File: src/bls_pkg.sv
// shared types and constants of the bresenham line stepper
package bls_pkg;

  // coordinate and error widths
  localparam int CoordBits = 12;
  localparam int ErrBits   = 14;

  typedef logic signed [CoordBits-1:0] coord_t;
  typedef logic        [CoordBits-1:0] mag_t;
  typedef logic signed [ErrBits-1:0]   err_t;

  // item opcodes
  typedef enum logic {
    OpLoad = 1'b0,
    OpStep = 1'b1
  } op_e;

  // input item
  typedef struct packed {
    op_e    op;
    coord_t start_x;
    coord_t start_y;
    coord_t end_x;
    coord_t end_y;
  } in_item_t;

  // result item
  typedef struct packed {
    coord_t pixel_x;
    coord_t pixel_y;
    logic   last_pixel;
  } out_item_t;

  // classified command, with the line setup already worked out for loads
  typedef struct packed {
    op_e    op;
    coord_t start_x;
    coord_t start_y;
    coord_t end_x;
    coord_t end_y;
    mag_t   delta_x;
    mag_t   delta_y_mag;
    logic   step_x_neg;
    logic   step_y_neg;
    err_t   error_init;
  } cmd_t;

  // command queue status
  typedef struct packed {
    logic full;
    logic empty;
  } q_stat_t;

endpackage

File: src/bls_front.sv
// front end: accepts items and computes line setup for loads
module bls_front (
  input  logic              in_valid_i,
  output logic              in_stall_o,
  input  bls_pkg::in_item_t in_item_i,
  input  bls_pkg::q_stat_t  q_stat_i,
  output logic              push_o,
  output bls_pkg::cmd_t     cmd_o
);

  logic signed [bls_pkg::CoordBits:0] diff_x;
  logic signed [bls_pkg::CoordBits:0] diff_y;
  logic signed [bls_pkg::CoordBits:0] abs_x;
  logic signed [bls_pkg::CoordBits:0] abs_y;

  // accept whenever the queue has room
  assign in_stall_o = q_stat_i.full;
  assign push_o     = in_valid_i && !q_stat_i.full;

  // signed distances on both axes
  always_comb begin
    diff_x = $signed({in_item_i.end_x[bls_pkg::CoordBits-1], in_item_i.end_x})
           - $signed({in_item_i.start_x[bls_pkg::CoordBits-1], in_item_i.start_x});
    diff_y = $signed({in_item_i.end_y[bls_pkg::CoordBits-1], in_item_i.end_y})
           - $signed({in_item_i.start_y[bls_pkg::CoordBits-1], in_item_i.start_y});
    abs_x  = diff_x[bls_pkg::CoordBits] ? -diff_x : diff_x;
    abs_y  = diff_y[bls_pkg::CoordBits] ? -diff_y : diff_y;
  end

  // build the command
  always_comb begin
    cmd_o.op          = in_item_i.op;
    cmd_o.start_x     = in_item_i.start_x;
    cmd_o.start_y     = in_item_i.start_y;
    cmd_o.end_x       = in_item_i.end_x;
    cmd_o.end_y       = in_item_i.end_y;
    cmd_o.delta_x     = abs_x[bls_pkg::CoordBits-1:0];
    cmd_o.delta_y_mag = abs_y[bls_pkg::CoordBits-1:0];
    // equal coordinates step negative, never taken
    cmd_o.step_x_neg  = !(in_item_i.start_x < in_item_i.end_x);
    cmd_o.step_y_neg  = !(in_item_i.start_y < in_item_i.end_y);
    cmd_o.error_init  = $signed({2'b00, abs_x[bls_pkg::CoordBits-1:0]})
                      - $signed({2'b00, abs_y[bls_pkg::CoordBits-1:0]});
  end

endmodule

File: src/bls_cmd_queue.sv
// short command queue between the front and back ends
module bls_cmd_queue #(
  parameter int DEPTH = 4
) (
  input  logic             clk_i,
  input  logic             rst_ni,
  input  logic             push_i,
  input  bls_pkg::cmd_t    push_cmd_i,
  input  logic             pop_i,
  output bls_pkg::cmd_t    head_o,
  output bls_pkg::q_stat_t stat_o
);

  localparam int IdxW = (DEPTH > 1) ? $clog2(DEPTH) : 1;
  localparam int CntW = $clog2(DEPTH + 1);

  bls_pkg::cmd_t   mem_q [DEPTH];
  logic [IdxW-1:0] wr_ptr_q, wr_ptr_d;
  logic [IdxW-1:0] rd_ptr_q, rd_ptr_d;
  logic [CntW-1:0] count_q, count_d;

  assign stat_o.full  = (count_q == CntW'(DEPTH));
  assign stat_o.empty = (count_q == '0);
  assign head_o       = mem_q[rd_ptr_q];

  // pointer and fill count update
  always_comb begin
    wr_ptr_d = wr_ptr_q;
    rd_ptr_d = rd_ptr_q;
    count_d  = count_q;
    if (push_i) begin
      wr_ptr_d = (wr_ptr_q == IdxW'(DEPTH - 1)) ? '0 : wr_ptr_q + IdxW'(1);
    end
    if (pop_i) begin
      rd_ptr_d = (rd_ptr_q == IdxW'(DEPTH - 1)) ? '0 : rd_ptr_q + IdxW'(1);
    end
    if (push_i && !pop_i) begin
      count_d = count_q + CntW'(1);
    end else if (pop_i && !push_i) begin
      count_d = count_q - CntW'(1);
    end
  end

  always_ff @(posedge clk_i or negedge rst_ni) begin
    if (!rst_ni) begin
      wr_ptr_q <= '0;
      rd_ptr_q <= '0;
      count_q  <= '0;
    end else begin
      wr_ptr_q <= wr_ptr_d;
      rd_ptr_q <= rd_ptr_d;
      count_q  <= count_d;
    end
  end

  // storage
  always_ff @(posedge clk_i) begin
    if (push_i) begin
      mem_q[wr_ptr_q] <= push_cmd_i;
    end
  end

endmodule

File: src/bls_back.sv
// back end: holds the line state, steps it and registers the pixel
module bls_back (
  input  logic               clk_i,
  input  logic               rst_ni,
  input  bls_pkg::cmd_t      head_i,
  input  bls_pkg::q_stat_t   q_stat_i,
  output logic               pop_o,
  output logic               out_valid_o,
  input  logic               out_stall_i,
  output bls_pkg::out_item_t out_item_o
);

  localparam int EW = bls_pkg::ErrBits + 1;

  bls_pkg::coord_t cur_x_q, cur_x_d;
  bls_pkg::coord_t cur_y_q, cur_y_d;
  bls_pkg::coord_t target_x_q, target_x_d;
  bls_pkg::coord_t target_y_q, target_y_d;
  bls_pkg::mag_t   delta_x_q, delta_x_d;
  bls_pkg::mag_t   delta_y_mag_q, delta_y_mag_d;
  logic            step_x_neg_q, step_x_neg_d;
  logic            step_y_neg_q, step_y_neg_d;
  bls_pkg::err_t   error_term_q, error_term_d;
  logic            line_active_q, line_active_d;

  logic               out_valid_q, out_valid_d;
  bls_pkg::out_item_t out_item_q, out_item_d;

  logic              out_free;
  logic              at_end;
  logic signed [EW-1:0] e2;
  logic              move_x;
  logic              move_y;
  bls_pkg::err_t     err_dx;
  bls_pkg::err_t     err_dy;

  assign out_valid_o = out_valid_q;
  assign out_item_o  = out_item_q;

  // output register may take a new pixel
  assign out_free = !out_valid_q || !out_stall_i;

  // loads never need the output register
  assign pop_o = !q_stat_i.empty && ((head_i.op == bls_pkg::OpLoad) || out_free);

  // doubled-error tests
  always_comb begin
    at_end = (cur_x_q == target_x_q) && (cur_y_q == target_y_q);
    e2     = {error_term_q, 1'b0};
    move_x = (e2 >= -$signed({3'b000, delta_y_mag_q}));
    move_y = (e2 <= $signed({3'b000, delta_x_q}));
    err_dy = move_x ? $signed({2'b00, delta_y_mag_q}) : '0;
    err_dx = move_y ? $signed({2'b00, delta_x_q}) : '0;
  end

  // command execution
  always_comb begin
    cur_x_d       = cur_x_q;
    cur_y_d       = cur_y_q;
    target_x_d    = target_x_q;
    target_y_d    = target_y_q;
    delta_x_d     = delta_x_q;
    delta_y_mag_d = delta_y_mag_q;
    step_x_neg_d  = step_x_neg_q;
    step_y_neg_d  = step_y_neg_q;
    error_term_d  = error_term_q;
    line_active_d = line_active_q;
    out_item_d    = out_item_q;
    out_valid_d   = out_valid_q && out_stall_i;

    if (pop_o) begin
      case (head_i.op)
        bls_pkg::OpLoad: begin
          cur_x_d       = head_i.start_x;
          cur_y_d       = head_i.start_y;
          target_x_d    = head_i.end_x;
          target_y_d    = head_i.end_y;
          delta_x_d     = head_i.delta_x;
          delta_y_mag_d = head_i.delta_y_mag;
          step_x_neg_d  = head_i.step_x_neg;
          step_y_neg_d  = head_i.step_y_neg;
          error_term_d  = head_i.error_init;
          line_active_d = 1'b1;
        end
        bls_pkg::OpStep: begin
          if (line_active_q) begin
            out_valid_d           = 1'b1;
            out_item_d.pixel_x    = cur_x_q;
            out_item_d.pixel_y    = cur_y_q;
            out_item_d.last_pixel = at_end;
            if (at_end) begin
              line_active_d = 1'b0;
            end else begin
              error_term_d = error_term_q - err_dy + err_dx;
              if (move_x) begin
                cur_x_d = step_x_neg_q ? cur_x_q - bls_pkg::coord_t'(1)
                                       : cur_x_q + bls_pkg::coord_t'(1);
              end
              if (move_y) begin
                cur_y_d = step_y_neg_q ? cur_y_q - bls_pkg::coord_t'(1)
                                       : cur_y_q + bls_pkg::coord_t'(1);
              end
            end
          end
        end
        default: begin
          line_active_d = line_active_q;
        end
      endcase
    end
  end

  // line state and output valid
  always_ff @(posedge clk_i or negedge rst_ni) begin
    if (!rst_ni) begin
      cur_x_q       <= '0;
      cur_y_q       <= '0;
      target_x_q    <= '0;
      target_y_q    <= '0;
      delta_x_q     <= '0;
      delta_y_mag_q <= '0;
      step_x_neg_q  <= 1'b0;
      step_y_neg_q  <= 1'b0;
      error_term_q  <= '0;
      line_active_q <= 1'b0;
      out_valid_q   <= 1'b0;
    end else begin
      cur_x_q       <= cur_x_d;
      cur_y_q       <= cur_y_d;
      target_x_q    <= target_x_d;
      target_y_q    <= target_y_d;
      delta_x_q     <= delta_x_d;
      delta_y_mag_q <= delta_y_mag_d;
      step_x_neg_q  <= step_x_neg_d;
      step_y_neg_q  <= step_y_neg_d;
      error_term_q  <= error_term_d;
      line_active_q <= line_active_d;
      out_valid_q   <= out_valid_d;
    end
  end

  // output payload
  always_ff @(posedge clk_i) begin
    out_item_q <= out_item_d;
  end

endmodule

File: src/bresenham_line_stepper.sv
// top level of the bresenham line stepper
// Draws integer Bresenham lines in all octants, one item per clock while nothing
// stalls. A load item sets up the deltas, step directions and error term and
// gives no result; each step item gives the current pixel, with last_pixel on the
// end point, and steps while idle give nothing. The front end accepts an item
// every cycle while the command queue (QUEUE_DEPTH entries) has room; the back end
// retires one command per cycle, a step as soon as the output register is free or
// being emptied. A step item is held in the command queue and its pixel in the
// output register; in_stall_o rises only when the queue fills.
module bresenham_line_stepper #(
  parameter int QUEUE_DEPTH = 4
) (
  input  logic               clk_i,
  input  logic               rst_ni,
  input  logic               in_valid_i,
  output logic               in_stall_o,
  input  bls_pkg::in_item_t  in_item_i,
  output logic               out_valid_o,
  input  logic               out_stall_i,
  output bls_pkg::out_item_t out_item_o
);

  bls_pkg::q_stat_t q_stat;
  bls_pkg::cmd_t    push_cmd;
  bls_pkg::cmd_t    head_cmd;
  logic             push;
  logic             pop;

  // accept and classify
  bls_front u_front (
    .in_valid_i (in_valid_i),
    .in_stall_o (in_stall_o),
    .in_item_i  (in_item_i),
    .q_stat_i   (q_stat),
    .push_o     (push),
    .cmd_o      (push_cmd)
  );

  // decoupling queue
  bls_cmd_queue #(
    .DEPTH (QUEUE_DEPTH)
  ) u_queue (
    .clk_i      (clk_i),
    .rst_ni     (rst_ni),
    .push_i     (push),
    .push_cmd_i (push_cmd),
    .pop_i      (pop),
    .head_o     (head_cmd),
    .stat_o     (q_stat)
  );

  // line stepping and result register
  bls_back u_back (
    .clk_i       (clk_i),
    .rst_ni      (rst_ni),
    .head_i      (head_cmd),
    .q_stat_i    (q_stat),
    .pop_o       (pop),
    .out_valid_o (out_valid_o),
    .out_stall_i (out_stall_i),
    .out_item_o  (out_item_o)
  );

endmodule

File: config.mk
export PLATFORM = sky130hd
export DESIGN_NAME = bresenham_line_stepper
export DESIGN_NICKNAME = d
export VERILOG_FILES = /design/src/bls_pkg.sv /design/src/bls_front.sv /design/src/bls_cmd_queue.sv /design/src/bls_back.sv /design/src/bresenham_line_stepper.sv
export SDC_FILE = /design/constraint.sdc
export NUM_CORES = 1
export LEC_CHECK = 0
export BUFFER_PORTS_ARGS = -buffer_cell sky130_fd_sc_hd__buf_2
export CAP_MARGIN = 5
export CORE_ASPECT_RATIO = 1.5
export CORE_MARGIN = 2
export CORE_UTILIZATION = 50
export CTS_BUF_LIST = sky130_fd_sc_hd__clkbuf_4 sky130_fd_sc_hd__clkbuf_8
export DETAILED_ROUTE_END_ITERATION = 7
export PLACE_DENSITY_LB_ADDON = 0.08
export SLEW_MARGIN = 10
export SYNTH_ARGS = -nofsm -noshare
export SYNTH_HDL_FRONTEND = slang
export SYNTH_SLANG_ARGS = --single-unit
File: constraint.sdc
create_clock -name clk_i -period 15.95 [get_ports clk_i]
set_input_delay 1.595 -clock clk_i [delete_from_list [all_inputs] [get_ports clk_i]]
set_output_delay 1.595 -clock clk_i [all_outputs]
set_load 0.02 [all_outputs]
==> results of run 1 <==
## kinds of logic after synthesis
| group | count (synthesis) | share of synthesized area [%] |
|---|---|---|
| flip-flops | 474 | 60.7 |
| buffers and inverters | 150 | 2.54 |
| XOR/XNOR | 118 | 4.56 |
| AO/OA/AOI/OAI | 265 | 7.50 |
| adder cells (fa/ha/maj) | 125 | 7.50 |
| multiplexers | 132 | 10.9 |
| AND/OR/NAND/NOR | 302 | 6.34 |
## cell usage after synthesis (4+ instances only)
cell / n / share of area, %
o21bai_1: 6 / 0.20
o22ai_1: 9 / 0.25
inv_1: 106 / 1.8
buf_2: 10 / 0.22
a31oi_1: 10 / 0.28
mux4_2: 87 / 8.7
clkbuf_1: 28 / 0.46
o31ai_1: 7 / 0.23
mux2_2: 41 / 2.0
xor2_1: 54 / 2.1
nor4_1: 10 / 0.28
o21a_1: 19 / 0.63
and3_1: 7 / 0.19
and2_1: 20 / 0.55
nand4_1: 11 / 0.30
nand3_1: 12 / 0.27
mux2i_1: 4 / 0.18
a221o_1: 7 / 0.31
edfxtp_1: 377 / 50
nor2_1: 81 / 1.3
a21oi_1: 68 / 1.5
nand2b_1: 11 / 0.30
dfrtp_1: 97 / 11
o21ai_1: 4 / 0.088
a21o_1: 23 / 0.76
nor2b_1: 11 / 0.30
fa_1: 18 / 1.6
xnor2_1: 64 / 2.5
a211oi_1: 9 / 0.30
nand2_1: 94 / 1.6
or3_1: 4 / 0.11
ha_1: 107 / 5.9
buf_1: 6 / 0.099
nor3_1: 23 / 0.51
o21ai_0: 70 / 1.5
## registers in the layout (all words and copies together) (netlist names), 2 cells and up
| register | cells |
|---|---|
| u_back.cur_y_q | 12 |
| u_queue.mem_q | 352 |
| u_back.cur_x_q | 12 |
| u_queue.rd_ptr_q | 2 |
| u_back.delta_y_mag_q | 12 |
| u_back.target_y_q | 12 |
| u_queue.count_q | 3 |
| u_queue.wr_ptr_q | 2 |
| u_back.delta_x_q | 12 |
| u_back.out_item_o | 25 |
| u_back.target_x_q | 12 |
| u_back.error_term_q | 14 |
## layout by cell type, fill, tap and decap left out, drive strengths merged, types with 24 or more instances in the layout
cell,synthesis,routed
edfxtp,377,377
clkbuf,28,112
ha,107,107
inv,106,107
dfrtp,97,97
nand2,95,95
buf,16,94
mux4,87,87
nor2,81,81
o21ai,74,74
a21oi,68,68
xnor2,64,64
xor2,54,54
mux2,41,41
a21o,24,24
## worst paths after layout
check	end	slack [ps]	cells after the start
worst max-delay path	u_queue.mem_q[3][13]$_DFFE_PP_	9710	22
worst min-delay path	u_queue.count_q[2]$_DFFE_PN0P_	500	1
worst max register to register	u_back.error_term_q[13]$_DFFE_PN0P_	9900	24
worst min register to register	u_queue.count_q[2]$_DFFE_PN0P_	500	1
max in group asynchronous	u_back.target_x_q[4]$_DFFE_PN0P_	13710	2
min in group asynchronous	u_back.target_y_q[9]$_DFFE_PN0P_	1060	1
## power by group
group / internal (mW) / leakage [nW] / switching [mW]
sequential: 1.84 / 4.60 / 0.259
combinational: 1.18 / 4.18 / 1.62
clock: 0.616 / 0.831 / 0.465
## per-stage QoR
step | total power [mW] | instance area (um2) | hold slack, ps | utilization, % | worst slack (ps)
6_report | 5.99 | 25300 | 500 | 56.5 | 9710
5_1_grt | 6.43 | 25300 | 536 | 56.5 | 9360
4_1_cts | 6.06 | 25300 | 507 | 56.5 | 9750
3_5_place_dp | 4.96 | 23800 | 498 | 53.0 | 9100
3_3_place_gp | 4.91 | 23800 | 478 | 53.0 | 9150
2_1_floorplan | 4.12 | 22700 | 464 | - | 9960
## routing by layer
| metal | vias up | part of all wire (%) |
|---|---|---|
| met2 | 280 | 54 |
| met5 | - | 0 |
| met1 | 6755 | 40 |
| li1 | 6164 | - |
| met3 | 82 | 3.6 |
| met4 | 0 | 2.8 |
## cell type report
class,instances,area [um2]
multi-input combinational,942,8360
antenna,1,2.50
tap,582,728
fill,3623,19500
sequential,474,13800
inverter,106,398
clock inverter,21,235
clock buffer,112,1340
timing repair buffer,94,510
==> out/summary.txt, run 1 <==
Root buffer cell -> clkbuf_8
Lkg Pwr -> 9.62 nW
Mapped Area -> 22,700 um2
Die Width -> 178 um
GR Util met2 -> 42.3%
Total clock sinks -> 474
Sequential element share of the synthesized area -> 60.7%
Met3 GRT Util -> 3.54%
DRC -> 0
Hold/Removal Path Class -> reg2reg
Mapped Cells -> 1,566
Detail Route Antenna Nets -> 0
Flops & latches, synth -> 474
Die height -> 265 um
Syn avg cell area -> 14.5 um2
Latest clock arrival within the worst-skew pair -> 620 ps
Top-Level Pins -> 80
Hold path start -> u_queue.count_q[2]$_DFFE_PN0P_
Row count -> 95
Max-Cap Viols -> 0
Cells along the critical path -> buf_2 > inv_1 > ha_1 > inv_1 > fa_1 > a211oi_2 > o21ai_1 > a211o_1 > nand2_2 > o21a_1 > mux2i_1 > nand2_1 > a21boi_0 > fa_1 > a21o_1 > a21oi_1 > o21bai_1 > a21oi_1 > o21ai_0 > a21o_1 > a2111oi_0 > or3_1
Ys async rst share -> 20.5%
I/O Buffers -> 79
Relative slew margins -> 26.8%
CP peak stage delay -> 630 ps
Critical path's slowest cell -> mux2i_1
CP bufs+invs -> 3
Hold bufs inserted after CTS -> 0
CP Launch Point -> in_item_i[0]
Number of flops mapped to enable cells by yosys -> 377
Finished Layout Cells -> 2,332
Starting Density -> 50.5%
Drt total wl -> 53,700 um
Pin count of the biggest net entering global routing -> 74
H-tree levels -> 3
Number of buffers created by CTS -> 73
Crit path kind -> in2reg
Library cells used by synthesis -> 69
Crit share post-route -> 39.1%
Crit Path Max Fanout -> 8
Number of global-route vias before repair -> 13,800
Grt total ovfl -> 0
Worst-Margin Slew -> 1100 ps
Ys Warns -> 0
Vias/cell -> 5.70
Initial antenna violation count -> 1
Share of layout cells above drive strength 1 -> 21.4%
RePlAce Congestion -> 0.870
Final critical-path required period -> 6240 ps
R2r startpoint -> u_back.delta_y_mag_q[2]$_DFFE_PN0P_
Crit path max-delay family -> compound AO/OA/AOI/OAI gates
DRT iter0 DRCs -> 936
Setup Skew -> 27.1 ps
Syn_nets -> 1,744
DR pass1 iterations -> 5
Placeable core region -> 44,800 um2
Max-slew violations -> 0
Syn-to-layout area delta -> 11.8%
CTS resizes -> 0
RSZ-0062 raised after global routing -> false
Reg clk slew, reported paths -> 60 ps
Setup_tns -> 0 ps
WL/cell -> 23.0 um
Status -> finished, final reports clean
Critical Path End Type -> flop
Die ar. -> 47,100 um2
Crit start category -> primary input
CTS tree -> done
Fin. Hold Viols -> 0
Grt met1 use -> 29.2%
CTS max path bufs -> 3
Via count -> 13,300
Top achievable clock speed -> 160 MHz
Worst EP arrival -> 6690 ps
Critical Path RT -> 16,410 ps
All-Layer GR Usage -> 23.7%
Dominant synthesized flop cell -> edfxtp_1
First-pass GRT wire length -> 82,600 um
VDD IR max -> 0.000110 V
Nets -> 1,869
DP Cell Count -> 2,198
DP Wirelength -> 36,700 um
Gr busiest metal -> met2
Post-CTS Setup Bufs -> 0
P per Cell Area -> 236 nW/um2
Final setup viols -> 0
Note: power is estimated with default switching activity, not from simulation.
==> inputs of run 2 (changes only) <==
==> constraint.sdc (replaced) <==
create_clock -name clk_i -period 5.94 [get_ports clk_i]
set_input_delay 0.594 -clock clk_i [delete_from_list [all_inputs] [get_ports clk_i]]
set_output_delay 0.594 -clock clk_i [all_outputs]
set_load 0.02 [all_outputs]
==> run 2 against run 1 <==
Setup slack lost 9400 ps. Critical path depth unchanged. Via count up 0.77%. Core utilization increased by 0.24 points. Clock power increased to 2.7 times the previous value. Design area rose by 0.42%. Sequential share of layout area decreased by 0.22 points. Global-route usage increased by 0.33 points. Routed wire length grew 2.3%. First-iteration DRC count is 19% lower. Sequential cell count stayed put. Largest cell class unchanged.
==> out/summary.txt, run 2 (synthesis results as in run 1) <==
Die ar. -> 47,100 um2
DR pass1 iterations -> 5
Hold bufs inserted after CTS -> 0
CP peak stage delay -> 570 ps
Hold/Removal Path Class -> in2async
Crit Path Max Fanout -> 6
Row count -> 95
Final critical-path required period -> 5660 ps
Hold Slack -> 11.4 ps
DRT iter0 DRCs -> 761
Status -> finished, final reports clean
DRC -> 0
Top-Level Pins -> 80
Detail Route Antenna Nets -> 0
Max-slew violations -> 0
Crit path kind -> reg2reg
Share of layout cells above drive strength 1 -> 22.2%
Final core occ -> 56.8%
First-pass GRT wire length -> 83,300 um
Reg clk slew, reported paths -> 70 ps
Post-CTS Setup Bufs -> 0
Grt total ovfl -> 0
Number of flip-flops under the largest register name -> 352
Fin. Hold Viols -> 0
Most frequent cells in the layout -> edfxtp_1 (377), ha_1 (107), inv_1 (106), nand2_1 (94), dfrtp_1 (94)
RePlAce Congestion -> 0.879
Vias/cell -> 5.70
Number of buffers created by CTS -> 74
VDD IR max -> 0.000311 V
Total clock sinks -> 474
Initial antenna violation count -> 3
Worst-Margin Slew -> 1040 ps
R2r startpoint -> u_back.delta_y_mag_q[2]$_DFFE_PN0P_
Number of global-route vias before repair -> 14,000
Relative slew margins -> 30.8%
Critical Path RT -> 6470 ps
WL/cell -> 23.4 um
Critical path's slowest cell -> or4_4
I/O Buffers -> 79
H-tree levels -> 3
Latest clock arrival within the worst-skew pair -> 630 ps
CTS tree -> done
Die height -> 265 um
Crit start category -> flop
All-Layer GR Usage -> 24.0%
R2r setup slk -> 280 ps
Via count -> 13,400
Lkg Pwr -> 9.67 nW
Reg with most FFs -> u_queue.mem_q
Die Width -> 178 um
Root buffer cell -> clkbuf_8
CTS max path bufs -> 3
R2R Path End -> u_back.error_term_q[13]$_DFFE_PN0P_
CTS resizes -> 0
Top achievable clock speed -> 177 MHz
DP Wirelength -> 37,600 um
Commonest non-fill, non-tap cell in the layout -> edfxtp_1
Worst EP arrival -> 6200 ps
P per Cell Area -> 638 nW/um2
Nets -> 1,880
Reg2Reg Depth -> 22
Critical Path End Type -> flop
Layout fillers -> 3,560
Crit share post-route -> 95.3%
Cells along the critical path -> or4_4 > nor2_2 > nand2_1 > nor3_1 > xor2_1 > ha_1 > a21o_1 > a21oi_1 > a2bb2oi_2 > o41ai_4 > and2_1 > fa_1 > inv_1 > ha_1 > and2_1 > a311o_1 > o31a_1 > o31a_1 > a221oi_2 > xor2_1 > nand2_1 > a31oi_1
Total Power -> 16.2 mW
Syn-to-layout area delta -> 12.3%
Pin count of the biggest net entering global routing -> 60
Max-Cap Viols -> 0
Starting Density -> 50.5%
Final setup viols -> 0
Placeable core region -> 44,800 um2
Drt total wl -> 54,900 um
Setup Skew -> 28.1 ps
## run 2: metrics by stage
step           TNS [ps]  std cells  worst slack, ps  area, um2
6_report              0       2347              276      25400
4_1_cts               0       2346             97.8      25400
3_3_place_gp          0       2208              166      23800
5_1_grt           -25.6       2347            -25.6      25400
2_1_floorplan         0       1566              538      22700
3_5_place_dp          0       2208              126      23800
## run 2: worst max-delay path, delay by kind of cell (launching register included)
family / cells / cell delay, ps
xor+xnor: 2 / 330
buf+inv: 1 / 40
simple gates: 7 / 1510
flops: 1 / 440
compound gates: 9 / 2100
fa+ha+maj: 3 / 1120
## run 2: report_power, final
| group | switching (mW) | internal [mW] | total (mW) |
|---|---|---|---|
| Sequential | 0.701 | 4.94 | 5.65 |
| Combinational | 4.47 | 3.23 | 7.70 |
| Clock | 1.30 | 1.58 | 2.88 |
## run 2: how the worst max path moves through the flow
stage                                                   start                                  end  slack, ps
after floorplan           u_back.delta_y_mag_q[2]$_DFFE_PN0P_  u_back.error_term_q[13]$_DFFE_PN0P_        540
after global placement    u_back.delta_y_mag_q[2]$_DFFE_PN0P_  u_back.error_term_q[13]$_DFFE_PN0P_        170
after detailed placement  u_back.delta_y_mag_q[2]$_DFFE_PN0P_  u_back.error_term_q[13]$_DFFE_PN0P_        130
after CTS                 u_back.delta_y_mag_q[2]$_DFFE_PN0P_  u_back.error_term_q[13]$_DFFE_PN0P_        100
after global routing      u_back.delta_y_mag_q[2]$_DFFE_PN0P_  u_back.error_term_q[13]$_DFFE_PN0P_        -30
final                     u_back.delta_y_mag_q[2]$_DFFE_PN0P_  u_back.error_term_q[13]$_DFFE_PN0P_        280
## run 2: layout make-up
cell class                 count  area, um2  area share [%]
antenna                        1       2.50         0.00984
clock inverter                30        235           0.925
sequential                   474      13800            54.1
clock buffer                 108       1330            5.23
timing repair buffer         104        586            2.30
inverter                     106        398            1.56
tap                          582        728            2.86
multi-input combinational    942       8400            33.0
## run 2: metal layers
layer	GRT usage, %	wire length [um]	vias up
li1	-	-	6174
met1	29.3	21900	6794
met2	42.0	28700	309
met3	3.77	2050	102
met4	10.7	2270	4
met5	0	29	-
==> inputs of run 3 (changes only) <==
--- a/config.mk
+++ b/config.mk
@@ -13,6 +13,7 @@
 export CTS_BUF_LIST = sky130_fd_sc_hd__clkbuf_4 sky130_fd_sc_hd__clkbuf_8
 export DETAILED_ROUTE_END_ITERATION = 7
 export PLACE_DENSITY_LB_ADDON = 0.08
+export REMOVE_ABC_BUFFERS = 1
 export SLEW_MARGIN = 10
 export SYNTH_ARGS = -nofsm -noshare
 export SYNTH_HDL_FRONTEND = slang
==> run 3 against run 2 <==
Critical path depth up 1. Clock-buffer cell count up 1. Sequential cell count unchanged. First-iteration DRC count down 0.13%. Sequential power about the same. Design area down 0.38%. Die area unchanged. Highest routed layer unchanged.
==> out/summary.txt, run 3 (synthesis results as in run 1) <==
DP Wirelength -> 36,100 um
Crit Path Max Fanout -> 5
Max-Cap Viols -> 0
Final critical-path required period -> 5710 ps
Hold/Removal Path Class -> in2async
Drt total wl -> 53,400 um
DRT iter0 DRCs -> 760
CTS max path bufs -> 3
Crit share post-route -> 96.2%
R2r startpoint -> u_back.delta_y_mag_q[3]$_DFFE_PN0P_
Crit path kind -> reg2reg
CTS tree -> done
Pin count of the biggest net entering global routing -> 57
P per Cell Area -> 630 nW/um2
All-Layer GR Usage -> 23.6%
R2R Path End -> u_back.error_term_q[13]$_DFFE_PN0P_
Reg2Reg Depth -> 23
Root buffer cell -> clkbuf_8
Number of flip-flops under the largest register name -> 352
Syn-to-layout area delta -> 11.9%
DR pass1 iterations -> 5
R2r setup slk -> 230 ps
Worst EP arrival -> 6250 ps
Die height -> 265 um
Commonest non-fill, non-tap cell in the layout -> edfxtp_1
Place WS -> 149 ps
Top-Level Pins -> 80
PnR worst setup slack -> 226 ps
Nets -> 1,879
Initial antenna violation count -> 4
Share of layout cells above drive strength 1 -> 21.7%
Via count -> 13,400
Latest clock arrival within the worst-skew pair -> 620 ps
First-pass GRT wire length -> 82,600 um
Placeable core region -> 44,800 um2
H-tree levels -> 3
Final setup viols -> 0
Lkg Pwr -> 9.63 nW
Detail Route Antenna Nets -> 0
Die ar. -> 47,100 um2
Total clock sinks -> 474
DRC -> 0
Starting Density -> 50.5%
Top achievable clock speed -> 175 MHz
RePlAce Congestion -> 0.853
I/O Buffers -> 79
Final core occ -> 56.5%
Post-CTS Setup Bufs -> 0
Reg with most FFs -> u_queue.mem_q
Relative slew margins -> 32.9%
Row count -> 95
Critical Path RT -> 6480 ps
Max-slew violations -> 0
Number of global-route vias before repair -> 14,200
Fin. Hold Viols -> 0
Number of buffers created by CTS -> 74
VDD IR max -> 0.000268 V
Die Width -> 178 um
Most frequent cells in the layout -> edfxtp_1 (377), ha_1 (107), inv_1 (106), dfrtp_1 (95), nand2_1 (93)
Grt total ovfl -> 0
Critical Path End Type -> flop
Reg clk slew, reported paths -> 60 ps
Status -> finished, final reports clean
WL/cell -> 22.8 um
Vias/cell -> 5.70
Worst-Margin Slew -> 1010 ps
Crit start category -> flop
Setup Skew -> 25.6 ps
==> run 3: changes by cell type in the layout (fill, tap and decap cells not counted), sizes merged <==
cell and delta:
clkbuf +1, clkinv +3, clkinvlp -4, inv -1, buf -1, bufinv -3
==> run 3: timing repair <==
item | 4_1_cts | 5_1_grt
setup endpoints to repair | 0 | 1
hold endpoints to repair | 0 | 0
gates resized for setup | 0 | 4
hold buffers | 0 | 0
==> run 3: where the power goes <==
group,internal (mW),total [mW],switching (mW),leakage (nW)
clock,1.49,2.74,1.25,0.798
sequential,4.95,5.63,0.680,4.60
combinational,3.22,7.61,4.39,4.23
total,9.65,16.0,6.32,9.63
==> run 3: metal layers <==
metal | vias to the layer above | part of all wire, % | global-route usage, %
li1 | 6172 | - | -
met1 | 6865 | 40 | 28.5
met2 | 235 | 54 | 43.1
met3 | 81 | 3.2 | 3.40
met4 | 6 | 2.6 | 7.58
met5 | - | 0.060 | 0
==> run 3: how the worst max path moves through the flow <==
stage / cells past startpoint / slack, ps / end / start
2_1_floorplan: 6 / -2390 / u_back.cur_x_q[0]$_DFFE_PN0P_ / u_queue.rd_ptr_q[0]$_DFFE_PN0P_
3_3_place_gp: 23 / 270 / u_back.error_term_q[13]$_DFFE_PN0P_ / u_back.delta_y_mag_q[3]$_DFFE_PN0P_
3_5_place_dp: 23 / 150 / u_back.error_term_q[13]$_DFFE_PN0P_ / u_back.delta_y_mag_q[3]$_DFFE_PN0P_
4_1_cts: 23 / 150 / u_back.error_term_q[13]$_DFFE_PN0P_ / u_back.delta_y_mag_q[3]$_DFFE_PN0P_
5_1_grt: 23 / -5 / u_back.error_term_q[13]$_DFFE_PN0P_ / u_back.delta_y_mag_q[3]$_DFFE_PN0P_
6_report: 23 / 230 / u_back.error_term_q[13]$_DFFE_PN0P_ / u_back.delta_y_mag_q[3]$_DFFE_PN0P_
==> run 3: stage by stage <==
step | TNS [ps] | cells | hold slack, ps | area (um2) | power [mW]
after CTS | 0 | 2341 | 10.3 | 25300 | 16.2
after global routing | -4.69 | 2342 | 40.8 | 25300 | 17.2
after global placement | 0 | 2207 | 476 | 23800 | 13.2
after detailed placement | 0 | 2207 | 493 | 23800 | 13.4
after floorplan | -141410 | 1522 | 298 | 22500 | 11.1
final | 0 | 2342 | 6.59 | 25300 | 16.0
==> run 3: cell type report <==
type	instances	area [um2]
antenna	1	2.50
clock buffer	109	1380
clock inverter	25	116
fill	3656	19500
inverter	106	398
multi-input combinational	942	8380
sequential	474	13800
tap	582	728
timing repair buffer	103	578
==> run 3: critical path, cell delays in order (launching register included) <==
cell	delay, ps
dfrtp_1	420
or4_1	560
nor2_2	140
nand2_2	100
nor2_1	130
xor2_1	180
ha_1	260
a21o_1	180
a21o_1	170
a21oi_1	150
a2bb2oi_1	200
o41ai_2	140
and2_1	200
fa_1	560
inv_1	60
ha_1	280
a21o_1	180
a311o_1	410
o31a_1	280
o31a_1	330
a221oi_2	310
xor2_1	180
nand2_1	70
a31oi_1	160
